`src/design/nmc_pkg.sv`:
```
// Shared constants and types for the neighborhood motif counter.
package nmc_pkg;

    localparam int MOTIF_SLOTS = 8;
    localparam int LABEL_BITS  = 8;
    localparam int COUNT_BITS  = 32;

    localparam int LABEL_W     = 8;
    localparam int DIST_W      = 32;
    localparam int RADIUS_W    = 16;
    localparam int SIZE_W      = 4;
    localparam int LABELS_W    = 64;
    localparam int COUNT_W     = 32;
    localparam int CFG_IDX_W   = 2;

    typedef logic [MOTIF_SLOTS-1:0] slot_mask_t;
    typedef logic [COUNT_BITS-1:0]  count_t;

    typedef enum logic [CFG_IDX_W-1:0] {
        CFG_MAX_DIST     = 2'd0,
        CFG_MOTIF_SIZE   = 2'd1,
        CFG_MOTIF_LABELS = 2'd2
    } cfg_reg_t;

    typedef struct packed {
        slot_mask_t in_use;
        logic       any_slot;
    } motif_view_t;

endpackage

```
`src/design/nmc_match.sv`:
```
// Motif slot compare: picks the lowest unmatched slot in use whose label equals the item.
module nmc_match
    import nmc_pkg::*;
(
    input  logic [LABEL_W-1:0]  label,
    input  slot_mask_t          matched,
    input  logic [LABELS_W-1:0] motif_labels,
    input  logic [SIZE_W-1:0]   motif_size,
    output slot_mask_t          hit,
    output motif_view_t         view
);

    slot_mask_t cand;

    always_comb
    begin
        for (int i = 0; i < MOTIF_SLOTS; i++)
        begin
            view.in_use[i] = motif_size > SIZE_W'(i);
            cand[i] = view.in_use[i] && !matched[i] &&
                      (motif_labels[i*8 +: LABEL_BITS] == label[LABEL_BITS-1:0]);
        end
        view.any_slot = motif_size != '0;
        hit = cand & (~cand + slot_mask_t'(1));
    end

endmodule

```
`src/design/neighborhood_motif_counter_unit.sv`:
```
// Items pass through the stage-1 registers; a closing item then writes the result register.
// Throughput: one item per cycle, unless a closing item waits on a full, unread result.
// Results come only from items that close a list; other items leave no result.
// Reset clears the configuration registers, match state, counters and valid flags.
// Config writes are taken every cycle and the squared radius is stored on write.
module neighborhood_motif_counter_unit
    import nmc_pkg::*;
(
    input  logic                 clk,
    input  logic                 rst_n,
    input  logic                 in_valid,
    output logic                 in_ready,
    input  logic [LABEL_W-1:0]   neighbor_label,
    input  logic [DIST_W-1:0]    dist_sq,
    input  logic                 use_distance,
    input  logic                 first_of_list,
    input  logic                 last_of_list,
    output logic                 out_valid,
    input  logic                 out_ready,
    output logic                 motif_found,
    output logic [COUNT_W-1:0]   near_count,
    output logic [COUNT_W-1:0]   all_count,
    input  logic                 cfg_valid,
    output logic                 cfg_ready,
    input  logic [CFG_IDX_W-1:0] cfg_index,
    input  logic [LABELS_W-1:0]  cfg_data
);

    logic [SIZE_W-1:0]   motif_size_reg;
    logic [LABELS_W-1:0] motif_labels_reg;
    logic [DIST_W-1:0]   r2_reg;
    logic [DIST_W-1:0]   radius_ext;

    logic                s1_valid_reg;
    logic [LABEL_W-1:0]  s1_label_reg;
    logic [DIST_W-1:0]   s1_dist_reg;
    logic                s1_use_reg;
    logic                s1_first_reg;
    logic                s1_last_reg;
    logic                s1_advance;

    slot_mask_t          slot_matched_reg;
    slot_mask_t          slot_matched_next;
    logic                first_skipped_reg;
    logic                first_skipped_next;
    count_t              near_counter_reg;
    count_t              near_counter_next;
    count_t              all_counter_reg;
    count_t              all_counter_next;

    logic                out_valid_reg;
    logic                found_reg;
    logic [COUNT_W-1:0]  near_out_reg;
    logic [COUNT_W-1:0]  all_out_reg;

    slot_mask_t          base_matched;
    logic                base_skipped;
    logic                counts;
    slot_mask_t          hit;
    slot_mask_t          marked;
    motif_view_t         view;
    logic                found;

    assign cfg_ready  = 1'b1;
    assign radius_ext = DIST_W'(cfg_data[RADIUS_W-1:0]);

    always_ff @(posedge clk or negedge rst_n)
    begin
        if (!rst_n)
        begin
            motif_size_reg   <= '0;
            motif_labels_reg <= '0;
            r2_reg           <= '0;
        end
        else if (cfg_valid)
        begin
            case (cfg_reg_t'(cfg_index))
                CFG_MAX_DIST:
                begin
                    r2_reg <= radius_ext * radius_ext;
                end
                CFG_MOTIF_SIZE:
                begin
                    motif_size_reg <= cfg_data[SIZE_W-1:0];
                end
                CFG_MOTIF_LABELS:
                begin
                    motif_labels_reg <= cfg_data;
                end
                default:
                begin
                end
            endcase
        end
    end

    // advance unless a closing item waits on a full result register that is not being read
    assign s1_advance = s1_valid_reg && (!s1_last_reg || !out_valid_reg || out_ready);
    assign in_ready   = !s1_valid_reg || s1_advance;

    always_ff @(posedge clk or negedge rst_n)
    begin
        if (!rst_n)
        begin
            s1_valid_reg <= 1'b0;
        end
        else if (in_ready)
        begin
            s1_valid_reg <= in_valid;
        end
    end

    always_ff @(posedge clk)
    begin
        if (in_ready && in_valid)
        begin
            s1_label_reg <= neighbor_label;
            s1_dist_reg  <= dist_sq;
            s1_use_reg   <= use_distance;
            s1_first_reg <= first_of_list;
            s1_last_reg  <= last_of_list;
        end
    end

    nmc_match u_match (
        .label        (s1_label_reg),
        .matched      (base_matched),
        .motif_labels (motif_labels_reg),
        .motif_size   (motif_size_reg),
        .hit          (hit),
        .view         (view)
    );

    always_comb
    begin
        base_matched = s1_first_reg ? '0 : slot_matched_reg;
        base_skipped = s1_first_reg ? 1'b0 : first_skipped_reg;
        counts       = !s1_use_reg || (s1_dist_reg < r2_reg);
        marked       = (counts && base_skipped) ? (base_matched | hit) : base_matched;
        found        = view.any_slot && ((marked | ~view.in_use) == '1);

        slot_matched_next  = s1_last_reg ? '0 : marked;
        first_skipped_next = s1_last_reg ? 1'b0 : (base_skipped || counts);

        near_counter_next = near_counter_reg;
        all_counter_next  = all_counter_reg;
        if (s1_last_reg && found)
        begin
            if (s1_use_reg)
            begin
                if (near_counter_reg != '1)
                begin
                    near_counter_next = near_counter_reg + count_t'(1);
                end
            end
            else
            begin
                if (all_counter_reg != '1)
                begin
                    all_counter_next = all_counter_reg + count_t'(1);
                end
            end
        end
    end

    always_ff @(posedge clk or negedge rst_n)
    begin
        if (!rst_n)
        begin
            slot_matched_reg  <= '0;
            first_skipped_reg <= 1'b0;
            near_counter_reg  <= '0;
            all_counter_reg   <= '0;
        end
        else if (s1_advance)
        begin
            slot_matched_reg  <= slot_matched_next;
            first_skipped_reg <= first_skipped_next;
            near_counter_reg  <= near_counter_next;
            all_counter_reg   <= all_counter_next;
        end
    end

    always_ff @(posedge clk or negedge rst_n)
    begin
        if (!rst_n)
        begin
            out_valid_reg <= 1'b0;
        end
        else if (s1_advance && s1_last_reg)
        begin
            out_valid_reg <= 1'b1;
        end
        else if (out_ready)
        begin
            out_valid_reg <= 1'b0;
        end
    end

    always_ff @(posedge clk)
    begin
        if (s1_advance && s1_last_reg)
        begin
            found_reg    <= found;
            near_out_reg <= COUNT_W'(near_counter_next);
            all_out_reg  <= COUNT_W'(all_counter_next);
        end
    end

    assign out_valid   = out_valid_reg;
    assign motif_found = found_reg;
    assign near_count  = near_out_reg;
    assign all_count   = all_out_reg;

    a_one_counter: assert property (@(posedge clk) disable iff (!rst_n)
        !(!$stable(near_counter_reg) && !$stable(all_counter_reg)))
        else $error("both counters changed in one cycle");

    a_clear_on_close: assert property (@(posedge clk) disable iff (!rst_n)
        (s1_advance && s1_last_reg) |=> (slot_matched_reg == '0 && !first_skipped_reg))
        else $error("match state not cleared after a closing item");

    a_count_with_result: assert property (@(posedge clk) disable iff (!rst_n)
        (!$stable(near_counter_reg) || !$stable(all_counter_reg)) |->
        ($past(s1_advance && s1_last_reg) && out_valid_reg))
        else $error("counter changed without a result");

endmodule
```
`config.mk`:
```
export PLATFORM = sky130hd
export DESIGN_NAME = neighborhood_motif_counter_unit
export DESIGN_NICKNAME = d
export VERILOG_FILES = /design/src/design/nmc_pkg.sv /design/src/design/nmc_match.sv /design/src/design/neighborhood_motif_counter_unit.sv
export SDC_FILE = /design/constraint.sdc
export NUM_CORES = 1
export LEC_CHECK = 0
export ABC_CLOCK_PERIOD_IN_PS = 6240
export BUFFER_PORTS_ARGS = -buffer_cell sky130_fd_sc_hd__buf_2
export CAP_MARGIN = 10
export CELL_PAD_IN_SITES_DETAIL_PLACEMENT = 1
export CELL_PAD_IN_SITES_GLOBAL_PLACEMENT = 2
export CORE_ASPECT_RATIO = 1.2
export CORE_MARGIN = 3
export CORE_UTILIZATION = 35
export DETAILED_ROUTE_END_ITERATION = 6
export GPL_ROUTABILITY_DRIVEN = 0
export GPL_TIMING_DRIVEN = 0
export PLACE_DENSITY = 0.83
export SYNTH_ARGS = -nofsm -noshare
export SYNTH_HDL_FRONTEND = slang
export SYNTH_SLANG_ARGS = --single-unit
```
`constraint.sdc`:
```
create_clock -name clk -period 6.24 [get_ports clk]
set_input_delay 1.248 -clock clk [delete_from_list [all_inputs] [get_ports clk]]
set_output_delay 1.248 -clock clk [all_outputs]
set_load 0.01 [all_outputs]
```
==> results.md <==
- Clk_lat worst skew: approximately 0.52 ns
- Pre-CTS setup slack: -1.25 ns
- Commonest non-fill, non-tap cells in the layout: 264 x inv_1, 185 x nand2_1, 182 x buf_2, 174 x dfrtp_1, 170 x xnor2_1
- Die X: 226 µm
- DP Wirelength: 43.4 mm
- Synth cell types: 72
- R2r worst-path depth: 14
- CTS H-tree lvls: 2
- Worst Path Arrival: around 7 ns
- Vias: 14.8k
- Cells after Synth: approximately 1.9k
- Worst-path clk slew: 0.06 ns
- Max reg flops: 64
- Met2 wire len: 31.5 mm
- Max frequency: 151 MHz
- Total track usage: 18.3%
- Placeable core area: 57400 µm²
- First-pass GRT wire length: just under 90 mm
- Synth Cell Area: roughly 20000 µm²
- Total of max-cap violations: 0
- Rel. slew slack: 48.7%
- Worst r2r src: r2_reg[9]
- Placed Area: 22800 µm²
- Total grt overflow: 0
- Fin crit share: 106%
- Tot Pwr: 13.1 mW
- Routed Wire Length: approximately 57 mm
- Initial Utilization: 35.5%
- Syn_nets: 2339
- Dpl cells: 2843
- Setup Crit Path Kind: input pin to flop
- Final Skew: 0.0183 ns
- Post-synth EDFFs: 108
- Minimum clock period: 6.64 ns
- Synth top area share: 21.4%
- RSZ-0062 raised after global routing: true
- Routed WL per cell: around 19 µm
- Worst Max-Slew Pin Slew: 0.765 ns
- Chip Height: 270 µm
- CTS Sinks: 282
- Drt first pass iters: 5
- Yosys reg bits: roughly 280
- Synth area leaders: dfrtp_1 21%, fa_1 16%, edfxtp_1 16%, ha_1 8.2%, xnor2_1 7.5%
- Data required, critical path: 6.62 ns
- Crit-path max FO: 5
- Top layer in use: met4
- Leading area contributor after synthesis: dfrtp_1
- Die footprint: 61200 µm²
- Synth Area per Inst: 10.6 µm²
- Crit start category: input pin
- Post-route cell area: 25300 µm²
- Cell Rows: 96
- Initial antenna violation count: 1
- Final #Nets: between 2k and 3k
- Hold Crit Class: flop to flop
- Slew Limit Fails: 0
- Register area share after synthesis: between 30% and 40%
- Post-synthesis async set-or-reset flop share: 61.7%
- Num CTS Buffers: 34
- Reg2reg setup slack: 2.36 ns
- Share of cells above drive strength 1: 25.6%
- Commonest non-fill, non-tap cell in the layout: inv_1
- Synth-to-layout area growth: 24.0%
- Status: complete, but fails checks
- Lkg Pwr: 11.8 nW
- Hold Path Sink: first_skipped_reg
- IR drop worst, VDD: ~660 µV
- Clk root buf: clkbuf_16
- Remaining DRCs: 0
- Largest net degree at the start of global routing: 116
- Hold Violations, Final: 0
- Post-layout util: about 44%
- Crit Reg-Reg Endpoint: all_count[10]
- Top_reg_cell synth: dfrtp_1
- Num ports: 182
- Ys Warns: 0
- PD cells: between 500 and 600 nW/µm²
- Metal3 WL: 1.54 mm
- Post-route insts no fill: 2976
- CTS tree: yes
- Violated checks: negative setup slack
- CP Capture Type: flop
- Initial drt markers: 642
- Hold depth: 2
- Number of global-route vias before repair: 16.8k
- M1 wire length: roughly 22 mm
- DR vias/cell: 4.96
- Final setup fails: 10
- IO Port Bufs: 179
- ANT nets after route: 0
- Hold Startpoint: first_skipped_reg
- Setup ws final: -0.398 ns
- Max clock buf depth: 3
-- cells by family (layout without fill, tap and decap cells) --
| logic type | count (synthesis) | count (layout) | share of synthesized area [%] |
|---|---|---|---|
| other | 1 | 2 | 0.0184 |
| and+or+nand+nor | 524 | 524 | 13.0 |
| AOI/OAI and AO/OA | 174 | 174 | 5.37 |
| buffers and inverters | 359 | 673 | 6.83 |
| DFF | 282 | 282 | 37.3 |
| muxes | 65 | 65 | 3.58 |
| xor gates and xnor gates | 222 | 222 | 9.53 |
| adders and majority gates | 299 | 299 | 24.5 |
-- metal layers --
metal / up-vias / GRT usage, %
met2: 214 / 35.2
met4: 0 / 5.64
met1: 7603 / 21.1
met3: 80 / 1.93
li1: 6869 / -
met5: - / 0
-- synthesized netlist by cell type, types with 3 or more instances --
| cell | n |
|---|---|
| ha_1 | 133 |
| xor2_1 | 48 |
| nand3b_1 | 6 |
| o21bai_1 | 6 |
| a31oi_1 | 3 |
| mux2_2 | 64 |
| and2_1 | 41 |
| o21a_1 | 6 |
| buf_2 | 16 |
| and4_1 | 11 |
| or3_1 | 5 |
| buf_1 | 3 |
| buf_4 | 5 |
| nand3_1 | 56 |
| nand4_1 | 31 |
| fa_1 | 166 |
| nand2b_1 | 7 |
| inv_1 | 288 |
| clkbuf_1 | 44 |
| o31ai_1 | 5 |
| and4_4 | 3 |
| a211oi_1 | 8 |
| o211ai_1 | 4 |
| nand2_1 | 215 |
| and3_1 | 27 |
| nor2b_1 | 8 |
| a21o_1 | 23 |
| xnor2_1 | 174 |
| nor3_2 | 4 |
| nor2_1 | 53 |
| o21ai_0 | 60 |
| a21oi_1 | 40 |
| dfrtp_1 | 174 |
| nor3_1 | 21 |
| edfxtp_1 | 108 |
| nor4_1 | 17 |
| or2_2 | 4 |
-- area by class of cell --
cell class	count	area (µm²)
Timing Repair Buffer	257	1790
Antenna cell	1	2.50
Fill cell	6316	32100
Clock inverter	15	149
Multi-Input combinational cell	1285	12200
Tap cell	735	920
Sequential cell	282	7600
Clock buffer	44	940
Inverter	290	1100
Buffer	67	624
-- critical path, stage by stage --
cell and delay [ns]:
buf_12 0.11, clkbuf_16 0.15, buf_6 0.12, nand2_4 0.06
inv_2 0.04, fa_1 0.54, inv_2 0.05, fa_1 0.55
inv_2 0.06, fa_2 0.48, fa_2 0.58, fa_1 0.43
fa_1 0.51, ha_4 0.32, a21o_1 0.15, a21oi_2 0.07
o211ai_1 0.25, a21oi_4 0.08, o32ai_4 0.27, a221oi_2 0.11
buf_4 0.16, a2111oi_4 0.29, nor2_1 0.10, xnor2_1 0.21
o21ai_1 0.08
-- worst max-delay path by stage --
stage / startpoint / end / slack (ns) / cells past startpoint
after detailed placement: cfg_data[9] / r2_reg[31] / -1.25 / 24
final: cfg_data[1] / r2_reg[31] / -0.40 / 25
after floorplan: cfg_data[4] / r2_reg[30] / -0.34 / 23
after global routing: cfg_data[1] / r2_reg[31] / -0.59 / 25
after CTS: cfg_data[1] / r2_reg[29] / -0.47 / 23
after global placement: cfg_data[15] / r2_reg[31] / -1.21 / 22
-- metrics by stage --
stage	setup TNS [ns]	hold WS [ns]
floorplan	-1.18	0.442
finish	-2.03	0.479
global route	-4.28	0.514
detailed placement	-15.04	0.470
CTS	-2.80	0.487
global placement	-13.68	0.460
-- power by group --
| group | switching, mW | total (mW) | internal (mW) |
|---|---|---|---|
| sequential | 0.123 | 2.26 | 2.14 |
| combinational | 4.81 | 8.91 | 4.10 |
| clock | 0.774 | 1.96 | 1.18 |
| total | 5.70 | 13.1 | 7.42 |
-- repair_timing --
item                       CTS  global route
setup endpoints to repair   14            19
pin swaps                   50            91
setup buffers               38            37
gates cloned                 0             2
gates resized for setup     78           109
hold buffers                 0             0
Note: power is estimated with default switching activity, not from simulation.
